## src/rtl/core/csp_pkg.sv

```systemverilog
// shared types and constants for the color spot tracker
`default_nettype none

package csp_pkg;

    localparam int COORD_W = 9;   // column width at the largest frame
    localparam int ROW_W   = 8;
    localparam int MAP_W   = 27;  // unsaturated mapped coordinate, signed
    localparam int POS_W   = 24;  // signed Q16.8 position

    localparam logic [23:0] TARGET_COLOR_RST   = 24'h00FF00;
    localparam logic [7:0]  DISTANCE_LIMIT_RST = 8'd100;
    localparam logic [7:0]  MIN_BRIGHTNESS_RST = 8'd150;
    localparam logic [15:0] SCALE_RST          = 16'd512;
    localparam logic [12:0] OFFSET_RST         = 13'd0;
    localparam logic [15:0] EASING_GAIN_RST    = 16'd62259;

    localparam logic signed [POS_W-1:0] POS_MAX = 24'sh7FFFFF;
    localparam logic signed [POS_W-1:0] POS_MIN = 24'sh800000;

    typedef enum logic [2:0] {
        CFG_TARGET_COLOR   = 3'd0,
        CFG_DISTANCE_LIMIT = 3'd1,
        CFG_MIN_BRIGHTNESS = 3'd2,
        CFG_SCALE_X        = 3'd3,
        CFG_SCALE_Y        = 3'd4,
        CFG_OFFSET_X       = 3'd5,
        CFG_OFFSET_Y       = 3'd6,
        CFG_EASING_GAIN    = 3'd7
    } cfg_index_t;

    typedef struct packed {
        logic [23:0]        target_color;
        logic [7:0]         distance_limit;
        logic [7:0]         min_brightness;
        logic [15:0]        scale_x;
        logic [15:0]        scale_y;
        logic signed [12:0] offset_x;
        logic signed [12:0] offset_y;
        logic [15:0]        easing_gain;
    } cfg_t;

    typedef struct packed {
        logic               valid;
        logic               last;
        logic [7:0]         red;
        logic [7:0]         green;
        logic [7:0]         blue;
        logic [COORD_W-1:0] col;
        logic [ROW_W-1:0]   row;
    } pix_t;

    typedef struct packed {
        logic                    valid;
        logic                    last;
        logic                    hit;
        logic signed [MAP_W-1:0] map_x;
        logic signed [MAP_W-1:0] map_y;
    } match_t;

    typedef struct packed {
        logic valid;
        logic found;
    } ease_req_t;

    typedef struct packed {
        logic signed [POS_W-1:0] x;
        logic signed [POS_W-1:0] y;
        logic                    found;
    } result_t;

endpackage

`default_nettype wire

```

## src/rtl/core/csp_pixel_match.sv

```systemverilog
// color distance and brightness test, screen mapping products
`default_nettype none

module csp_pixel_match (
    input  wire logic           clk,
    input  wire logic           rst_n,
    input  wire logic           adv,
    input  wire csp_pkg::cfg_t  cfg,
    input  wire csp_pkg::pix_t  pix,
    output csp_pkg::match_t     match_out
);

    logic signed [8:0]  dr, dg, db;
    logic signed [17:0] sq_r, sq_g, sq_b;
    logic [17:0]        dist2;
    logic [15:0]        limit_sq;
    logic [7:0]         bright;
    logic               hit;
    logic [24:0]        prod_x, prod_y;
    csp_pkg::match_t    match_next;
    csp_pkg::match_t    match_reg;

    always_comb
    begin
        dr = $signed({1'b0, pix.red})   - $signed({1'b0, cfg.target_color[23:16]});
        dg = $signed({1'b0, pix.green}) - $signed({1'b0, cfg.target_color[15:8]});
        db = $signed({1'b0, pix.blue})  - $signed({1'b0, cfg.target_color[7:0]});
        sq_r = dr * dr;
        sq_g = dg * dg;
        sq_b = db * db;
        dist2 = 18'(sq_r[15:0]) + 18'(sq_g[15:0]) + 18'(sq_b[15:0]);
        limit_sq = cfg.distance_limit * cfg.distance_limit;

        bright = pix.red;
        if (pix.green > bright)
        begin
            bright = pix.green;
        end
        if (pix.blue > bright)
        begin
            bright = pix.blue;
        end

        hit = (dist2 < 18'(limit_sq)) && (bright > cfg.min_brightness);

        prod_x = 25'(pix.col) * 25'(cfg.scale_x);
        prod_y = 25'(pix.row) * 25'(cfg.scale_y);

        match_next.valid = pix.valid;
        match_next.last  = pix.last;
        match_next.hit   = hit;
        match_next.map_x = 27'($signed({2'b00, prod_x})) + 27'($signed({cfg.offset_x, 8'h00}));
        match_next.map_y = 27'($signed({2'b00, prod_y})) + 27'($signed({cfg.offset_y, 8'h00}));
    end

    always_ff @(posedge clk or negedge rst_n)
    begin
        if (!rst_n)
        begin
            match_reg <= '0;
        end
        else if (adv)
        begin
            match_reg <= match_next;
        end
    end

    assign match_out = match_reg;

endmodule

`default_nettype wire

```

## src/rtl/core/csp_goal_latch.sv

```systemverilog
// first match of the frame sets the goal, frame end raises an easing request
`default_nettype none

module csp_goal_latch (
    input  wire logic                                  clk,
    input  wire logic                                  rst_n,
    input  wire logic                                  adv,
    input  wire csp_pkg::match_t                       match_in,
    output logic signed [csp_pkg::POS_W-1:0]           goal_x,
    output logic signed [csp_pkg::POS_W-1:0]           goal_y,
    output csp_pkg::ease_req_t                         req
);

    logic                              hit_reg, hit_next;
    logic signed [csp_pkg::POS_W-1:0]  goal_x_reg, goal_x_next;
    logic signed [csp_pkg::POS_W-1:0]  goal_y_reg, goal_y_next;
    csp_pkg::ease_req_t                req_reg, req_next;

    function automatic logic signed [csp_pkg::POS_W-1:0] sat_pos(
        input logic signed [csp_pkg::MAP_W-1:0] v
    );
        logic signed [csp_pkg::POS_W-1:0] r;
        if (v > csp_pkg::MAP_W'(csp_pkg::POS_MAX))
        begin
            r = csp_pkg::POS_MAX;
        end
        else if (v < csp_pkg::MAP_W'(csp_pkg::POS_MIN))
        begin
            r = csp_pkg::POS_MIN;
        end
        else
        begin
            r = v[csp_pkg::POS_W-1:0];
        end
        return r;
    endfunction

    always_comb
    begin
        hit_next    = hit_reg;
        goal_x_next = goal_x_reg;
        goal_y_next = goal_y_reg;
        req_next.valid = 1'b0;
        req_next.found = 1'b0;
        if (match_in.valid)
        begin
            if (match_in.hit && !hit_reg)
            begin
                goal_x_next = sat_pos(match_in.map_x);
                goal_y_next = sat_pos(match_in.map_y);
            end
            req_next.valid = match_in.last;
            req_next.found = hit_reg | match_in.hit;
            hit_next = match_in.last ? 1'b0 : (hit_reg | match_in.hit);
        end
    end

    always_ff @(posedge clk or negedge rst_n)
    begin
        if (!rst_n)
        begin
            hit_reg    <= 1'b0;
            goal_x_reg <= '0;
            goal_y_reg <= '0;
            req_reg    <= '0;
        end
        else if (adv)
        begin
            hit_reg    <= hit_next;
            goal_x_reg <= goal_x_next;
            goal_y_reg <= goal_y_next;
            req_reg    <= req_next;
        end
    end

    assign goal_x = goal_x_reg;
    assign goal_y = goal_y_reg;
    assign req    = req_reg;

endmodule

`default_nettype wire

```

## src/rtl/core/csp_smoother.sv

```systemverilog
// pointer easing toward the goal, one update per frame
`default_nettype none

module csp_smoother (
    input  wire logic                                  clk,
    input  wire logic                                  rst_n,
    input  wire logic                                  adv,
    input  wire logic [15:0]                           easing_gain,
    input  wire logic signed [csp_pkg::POS_W-1:0]      goal_x,
    input  wire logic signed [csp_pkg::POS_W-1:0]      goal_y,
    input  wire csp_pkg::ease_req_t                    req,
    output logic                                       res_valid,
    output csp_pkg::result_t                           res
);

    logic signed [csp_pkg::POS_W-1:0] smooth_x_reg, smooth_x_next;
    logic signed [csp_pkg::POS_W-1:0] smooth_y_reg, smooth_y_next;

    // step = floor(d * gain / 65536); |step| <= |d| so the sum stays in range
    function automatic logic signed [csp_pkg::POS_W-1:0] ease_step(
        input logic signed [csp_pkg::POS_W-1:0] cur,
        input logic signed [csp_pkg::POS_W-1:0] goal,
        input logic [15:0]                      gain
    );
        logic signed [csp_pkg::POS_W:0]    d;
        logic signed [csp_pkg::POS_W+17:0] prod;
        logic signed [csp_pkg::POS_W+17:0] step;
        logic signed [csp_pkg::POS_W:0]    sum;
        d    = (csp_pkg::POS_W+1)'(goal) - (csp_pkg::POS_W+1)'(cur);
        prod = (csp_pkg::POS_W+18)'(d) * (csp_pkg::POS_W+18)'($signed({1'b0, gain}));
        step = prod >>> 16;
        sum  = (csp_pkg::POS_W+1)'(cur) + step[csp_pkg::POS_W:0];
        return sum[csp_pkg::POS_W-1:0];
    endfunction

    always_comb
    begin
        smooth_x_next = smooth_x_reg;
        smooth_y_next = smooth_y_reg;
        if (req.valid)
        begin
            smooth_x_next = ease_step(smooth_x_reg, goal_x, easing_gain);
            smooth_y_next = ease_step(smooth_y_reg, goal_y, easing_gain);
        end
    end

    always_ff @(posedge clk or negedge rst_n)
    begin
        if (!rst_n)
        begin
            smooth_x_reg <= '0;
            smooth_y_reg <= '0;
        end
        else if (adv)
        begin
            smooth_x_reg <= smooth_x_next;
            smooth_y_reg <= smooth_y_next;
        end
    end

    assign res_valid = adv && req.valid;
    assign res.x     = smooth_x_next;
    assign res.y     = smooth_y_next;
    assign res.found = req.found;

endmodule

`default_nettype wire

```

## src/rtl/core/csp_result_buf.sv

```systemverilog
// two-entry result queue on the output side
`default_nettype none

module csp_result_buf (
    input  wire logic              clk,
    input  wire logic              rst_n,
    input  wire logic              push,
    input  wire csp_pkg::result_t  push_data,
    output logic                   full,
    output logic                   out_valid,
    input  wire logic              out_ready,
    output csp_pkg::result_t       out_data
);

    csp_pkg::result_t entry_reg [2];
    logic             wr_ptr_reg, wr_ptr_next;
    logic             rd_ptr_reg, rd_ptr_next;
    logic [1:0]       count_reg, count_next;
    logic             pop;

    assign pop = out_valid && out_ready;

    always_comb
    begin
        wr_ptr_next = push ? ~wr_ptr_reg : wr_ptr_reg;
        rd_ptr_next = pop ? ~rd_ptr_reg : rd_ptr_reg;
        count_next  = count_reg + 2'(push) - 2'(pop);
    end

    always_ff @(posedge clk or negedge rst_n)
    begin
        if (!rst_n)
        begin
            wr_ptr_reg <= 1'b0;
            rd_ptr_reg <= 1'b0;
            count_reg  <= 2'd0;
        end
        else
        begin
            wr_ptr_reg <= wr_ptr_next;
            rd_ptr_reg <= rd_ptr_next;
            count_reg  <= count_next;
        end
    end

    always_ff @(posedge clk)
    begin
        if (push)
        begin
            entry_reg[wr_ptr_reg] <= push_data;
        end
    end

    assign full      = (count_reg == 2'd2);
    assign out_valid = (count_reg != 2'd0);
    assign out_data  = entry_reg[rd_ptr_reg];

endmodule

`default_nettype wire

```

## src/rtl/core/color_spot_tracker.sv

```systemverilog
// top level of the color spot tracker: config, raster counters, pipeline
//
//  channel  dir  handshake           payload
//  s_*      in   s_tvalid/s_tready   s_tdata red,green,blue; s_tlast frame_end
//  m_*      out  m_tvalid/m_tready   m_tdata pointer_x,pointer_y; m_tuser spot_found
//  cfg_*    in   cfg_valid/cfg_ready cfg_index register, cfg_data value
//
// one pixel per clock while s_tready is high; a frame result passes, after its last pixel,
// through the input register, match/mapping, goal latch and easing into the result queue
// the easing multiply closes a loop through a single register, the smoothed pointer
// reset clears counters, goal, pointer and the queue; config takes reset values
// s_tready drops only while both result queue entries wait on m_tready
`default_nettype none

module color_spot_tracker #(
    parameter int FRAME_WIDTH  = 320,
    parameter int FRAME_HEIGHT = 240
) (
    input  wire logic        clk,
    input  wire logic        rst_n,
    input  wire logic        s_tvalid,
    output logic             s_tready,
    input  wire logic [23:0] s_tdata,   // red[7:0], green[15:8], blue[23:16]
    input  wire logic        s_tlast,
    output logic             m_tvalid,
    input  wire logic        m_tready,
    output logic [47:0]      m_tdata,   // pointer_x[23:0], pointer_y[47:24]
    output logic             m_tuser,   // spot_found[0]
    input  wire logic        cfg_valid,
    output logic             cfg_ready,
    input  wire logic [2:0]  cfg_index,
    input  wire logic [23:0] cfg_data
);

    localparam int COL_W = (FRAME_WIDTH > 1) ? $clog2(FRAME_WIDTH) : 1;
    localparam int ROW_W = (FRAME_HEIGHT > 1) ? $clog2(FRAME_HEIGHT) : 1;

    csp_pkg::cfg_t       cfg_reg;
    logic [COL_W-1:0]    col_reg, col_next;
    logic [ROW_W-1:0]    row_reg, row_next;
    csp_pkg::pix_t       pix_reg;
    csp_pkg::match_t     match_s;
    csp_pkg::ease_req_t  req_s;
    csp_pkg::result_t    res_s;
    csp_pkg::result_t    out_s;
    logic signed [csp_pkg::POS_W-1:0] goal_x_s, goal_y_s;
    logic                res_valid_s;
    logic                buf_full;
    logic                adv;
    logic                in_fire;

    assign adv       = !buf_full;
    assign s_tready  = adv;
    assign in_fire   = s_tvalid && s_tready;
    assign cfg_ready = 1'b1;

    // configuration registers
    always_ff @(posedge clk or negedge rst_n)
    begin
        if (!rst_n)
        begin
            cfg_reg.target_color   <= csp_pkg::TARGET_COLOR_RST;
            cfg_reg.distance_limit <= csp_pkg::DISTANCE_LIMIT_RST;
            cfg_reg.min_brightness <= csp_pkg::MIN_BRIGHTNESS_RST;
            cfg_reg.scale_x        <= csp_pkg::SCALE_RST;
            cfg_reg.scale_y        <= csp_pkg::SCALE_RST;
            cfg_reg.offset_x       <= csp_pkg::OFFSET_RST;
            cfg_reg.offset_y       <= csp_pkg::OFFSET_RST;
            cfg_reg.easing_gain    <= csp_pkg::EASING_GAIN_RST;
        end
        else if (cfg_valid && cfg_ready)
        begin
            case (csp_pkg::cfg_index_t'(cfg_index))
                csp_pkg::CFG_TARGET_COLOR:   cfg_reg.target_color   <= cfg_data;
                csp_pkg::CFG_DISTANCE_LIMIT: cfg_reg.distance_limit <= cfg_data[7:0];
                csp_pkg::CFG_MIN_BRIGHTNESS: cfg_reg.min_brightness <= cfg_data[7:0];
                csp_pkg::CFG_SCALE_X:        cfg_reg.scale_x        <= cfg_data[15:0];
                csp_pkg::CFG_SCALE_Y:        cfg_reg.scale_y        <= cfg_data[15:0];
                csp_pkg::CFG_OFFSET_X:       cfg_reg.offset_x       <= cfg_data[12:0];
                csp_pkg::CFG_OFFSET_Y:       cfg_reg.offset_y       <= cfg_data[12:0];
                csp_pkg::CFG_EASING_GAIN:    cfg_reg.easing_gain    <= cfg_data[15:0];
                default:                     cfg_reg <= cfg_reg;
            endcase
        end
    end

    // raster position of the pixel being accepted
    always_comb
    begin
        col_next = col_reg;
        row_next = row_reg;
        if (in_fire)
        begin
            if (s_tlast)
            begin
                col_next = '0;
                row_next = '0;
            end
            else if (col_reg == COL_W'(FRAME_WIDTH - 1))
            begin
                col_next = '0;
                row_next = (row_reg == ROW_W'(FRAME_HEIGHT - 1)) ? '0 : row_reg + 1'b1;
            end
            else
            begin
                col_next = col_reg + 1'b1;
            end
        end
    end

    always_ff @(posedge clk or negedge rst_n)
    begin
        if (!rst_n)
        begin
            col_reg <= '0;
            row_reg <= '0;
            pix_reg <= '0;
        end
        else
        begin
            col_reg <= col_next;
            row_reg <= row_next;
            if (adv)
            begin
                pix_reg.valid <= s_tvalid;
                pix_reg.last  <= s_tlast;
                pix_reg.red   <= s_tdata[7:0];
                pix_reg.green <= s_tdata[15:8];
                pix_reg.blue  <= s_tdata[23:16];
                pix_reg.col   <= csp_pkg::COORD_W'(col_reg);
                pix_reg.row   <= csp_pkg::ROW_W'(row_reg);
            end
        end
    end

    csp_pixel_match u_match (
        .clk       (clk),
        .rst_n     (rst_n),
        .adv       (adv),
        .cfg       (cfg_reg),
        .pix       (pix_reg),
        .match_out (match_s)
    );

    csp_goal_latch u_goal (
        .clk      (clk),
        .rst_n    (rst_n),
        .adv      (adv),
        .match_in (match_s),
        .goal_x   (goal_x_s),
        .goal_y   (goal_y_s),
        .req      (req_s)
    );

    csp_smoother u_smooth (
        .clk         (clk),
        .rst_n       (rst_n),
        .adv         (adv),
        .easing_gain (cfg_reg.easing_gain),
        .goal_x      (goal_x_s),
        .goal_y      (goal_y_s),
        .req         (req_s),
        .res_valid   (res_valid_s),
        .res         (res_s)
    );

    csp_result_buf u_buf (
        .clk       (clk),
        .rst_n     (rst_n),
        .push      (res_valid_s),
        .push_data (res_s),
        .full      (buf_full),
        .out_valid (m_tvalid),
        .out_ready (m_tready),
        .out_data  (out_s)
    );

    assign m_tdata = {out_s.y, out_s.x};
    assign m_tuser = out_s.found;

    // input stalls only while results are waiting downstream
    a_stall_has_results: assert property (@(posedge clk) disable iff (!rst_n)
        !s_tready |-> m_tvalid)
        else $error("input stalled with no pending result");

    // a frame end restarts the raster count
    a_frame_restart: assert property (@(posedge clk) disable iff (!rst_n)
        (s_tvalid && s_tready && s_tlast) |=> (col_reg == '0) && (row_reg == '0))
        else $error("raster count not cleared after frame end");

    a_col_range: assert property (@(posedge clk) disable iff (!rst_n)
        col_reg <= COL_W'(FRAME_WIDTH - 1))
        else $error("column count out of frame");

    // a result is produced only from a frame-end easing request while the pipeline advances
    a_result_origin: assert property (@(posedge clk) disable iff (!rst_n)
        res_valid_s |-> req_s.valid && adv)
        else $error("result pushed without easing request");

endmodule

`default_nettype wire

```

## config.mk

```make
export PLATFORM = sky130hd
export DESIGN_NAME = color_spot_tracker
export DESIGN_NICKNAME = d
export VERILOG_FILES = /design/src/rtl/core/csp_pkg.sv /design/src/rtl/core/csp_pixel_match.sv /design/src/rtl/core/csp_goal_latch.sv /design/src/rtl/core/csp_smoother.sv /design/src/rtl/core/csp_result_buf.sv /design/src/rtl/core/color_spot_tracker.sv
export SDC_FILE = /design/constraint.sdc
export NUM_CORES = 2
export LEC_CHECK = 0
export ABC_AREA = 1
export BUFFER_PORTS_ARGS = -buffer_cell sky130_fd_sc_hd__buf_4
export CAP_MARGIN = 40
export CORE_AREA = 2 2 348 350
export CTS_BUF_LIST = sky130_fd_sc_hd__clkbuf_16
export DETAILED_ROUTE_END_ITERATION = 12
export DIE_AREA = 0 0 350 352
export PLACE_DENSITY = 0.85
export SLEW_MARGIN = 25
export SYNTH_ARGS = -nofsm -noshare
export SYNTH_HDL_FRONTEND = slang
export SYNTH_SLANG_ARGS = --single-unit
```

## constraint.sdc

```tcl
create_clock -name clk -period 18.7 [get_ports clk]
set_input_delay 0 -clock clk [delete_from_list [all_inputs] [get_ports clk]]
set_output_delay 0 -clock clk [all_outputs]
set_load 0.02 [all_outputs]
```

==> flow_summary.ini <==
[sta]
clock.fmax_mhz = 94.8
hold_viol = 9
timing.slew.headroom = 0.372
holdWs_ps = -4.90
setup_violations = 0
skew_ps = 36.9
min_period_ps = 10550
rsz0062_at_grt = false
slew_viol_final = 0
min_period_over_period = 0.564
fin_tns_setup_ps = 0
worst_pin_slew_ps = 935

[cts]
cts_root_buffer = clkbuf_16
cts_buffers = 49
cts_setup_buffers = 0
cts_max_path_buffers = 3
clk_pin_slew_ps = 70
htree_levels = 2
cts_tree = built
clk_latency_ps = 630
cts.sinks = 431

[worst_setup_path]
startpoint_type = register
criticalPathCategory = reg2reg
cp-end-kind = register
cp_slowest_stage_delay_ps = 600
critPathLaunch = u_smooth.smooth_x_reg[1]
cp.arrival_ps = 10930
r2r-start = u_smooth.smooth_x_reg[1]
slowest_stage = fa_1
required_ps = 19080
crit_top_cell = nand2_1
critPathBufInv = 7
worstPathMaxFanout = 15
cpLargestDelayFamily = adder cells

[route]
final_antenna_net_count = 0
dr_total_vias = 59600
first_pass_iters = 8
wl_per_cell_um = 19.7
drc_errors = 0
drtIter0Drc = 5737
drt-vias-per-instance = 5.63
totalWireLength_um = 209000

[synthesis]
ys_ff_latch = 431
yosys-top-cells-area = fa_1, ha_1, dfrtp_1, inv_1, nand2_1
synth_fa_ha_area_frac = 0.428
synth_edf_count = 98
synthFlopType = dfrtp_1
ys_seq_area_frac = 0.159
synth_area_per_cell_um2 = 7.97
synth_area_leader_cell = fa_1
synth_xor_area_frac = 0.0296
synthArstFlopShare = 0.773
synth_top_family_by_area = adder cells
synth_top_area_frac = 0.317
synth_simple_gate_area_frac = 0.180
postSynthCellCount = 8948
synth_area_um2 = 71300
synth_mux_area_frac = 0.000158
yosysMostFrequentCell = inv_1
synth_compound_area_frac = 0.0778
synthDistinctLibCells = 72
synth_commonest_cells = inv_1, nand2_1, fa_1
yosys_warnings = 0

[die]
fp.dieH_um = 352
pin_count = 109
die_w_um = 350
die-area_um2 = 123000
core_area_um2 = 119000
initial_core_util = 0.598
num_rows = 127

[status]
status = finished, violations left
violations = hold timing

[grt]
grt_overflow = 0
grt_pass1_vias = 61300
antenna_found_initial = 6
grt.total_usage = 0.345
grt_max_degree = 120
grt_pass1_wl_um = 333000

[min_path]
hp-class = in2async

[finish]
fill_cells = 9856
fin_nets = 10800
syn2layout_area_growth_pct = 6.37
largest_reg_flops = 114
drive_above_1_share = 0.0501

[job]
cap_violations = 0

[placed_design]
port_buffers = 107
hpwl_um = 164000
gp_congestion = 1.03
-- per-layer routing --
metal,GRT usage,share of wire,up-vias
li1,-,-,27000
met3,0.0831,0.11,678
met4,0.170,0.058,8
met5,0,0.00026,-
met2,0.536,0.45,2976
met1,0.454,0.38,29000
-- logic make-up after synthesis --
family	count (synthesis)
AOI/OAI and AO/OA	993
xor gates and xnor gates	238
adders and majority gates	1764
buffers and inverters	2370
DFF	431
muxes	1
other	2
and+or+nand+nor	3149
-- path summary, 6_finish.rpt --
| check | end | slack [ps] | cells past startpoint |
|---|---|---|---|
| max in group asynchronous | cfg_reg[5] | 17130 | 5 |
| hold / removal | col_reg[6] | -5 | 2 |
| min in group clk | cfg_reg[23] | 10 | 5 |
| setup reg to reg | u_buf.entry_reg[1][48] | 8150 | 53 |
| hold reg to reg | u_match.match_out[21] | 480 | 2 |
| setup / recovery | u_buf.entry_reg[1][48] | 8150 | 53 |
-- cells in the final DEF, fill, tap and decap left out, types with 7 or more instances in the layout --
cell type and instances:
inv_1 2051, nand2_1 1981, fa_1 1129, ha_1 635
nor2_1 627, o21ai_0 408, a21oi_1 352, dfrtp_1 306
nand3_1 288, buf_4 156, xor2_1 148, edfxtp_1 98
xnor2_1 85, or2_2 68, dlygate4sd3_1 54, clkbuf_16 49
nor3_1 45, nand4_1 37, a31oi_1 35, o21ai_1 31
or2_1 30, a21o_1 29, dfstp_2 27, o21bai_1 26
inv_2 23, nand2_2 22, clkinv_1 20, o21a_1 18
nor4_1 16, o31ai_1 12, a211oi_1 9, o211ai_1 9
a21oi_2 8, o221ai_1 7, o21ai_2 7, a21boi_0 7
-- stage by stage --
step	instance area (um^2)	setup WS [ps]	cells	hold slack [ps]	utilization
2_1_floorplan	71300	10160	8949	-296	-
3_3_place_gp	73400	8270	10400	64.7	0.615
3_5_place_dp	73600	8400	10400	68.3	0.617
4_1_cts	75700	8370	10600	1.22	0.635
5_1_grt	75900	7550	10600	26.3	0.636
6_report	75900	8150	10600	-4.90	0.636
-- layout make-up --
type | count | area (um^2) | area share
multi-input cells | 6148 | 51100 | 0.673
flip-flops and latches | 431 | 11300 | 0.149
inverters | 2078 | 7800 | 0.103
repair buffers | 233 | 2050 | 0.0270
well taps | 1612 | 2020 | 0.0266
clock buffers | 49 | 1230 | 0.0162
clock inverters | 42 | 385 | 0.00508
diodes | 1 | 2.50 | 0.0000330
-- what timing repair did --
action	in CTS	in global routing
hold endpoints to repair	190	0
endpoints found under the setup margin	0	0
resized for setup	0	0
hold buffers	54	0
Power is not shown: default switching activity piles up to over one toggle a cycle in this logic, so the estimate is an artifact.
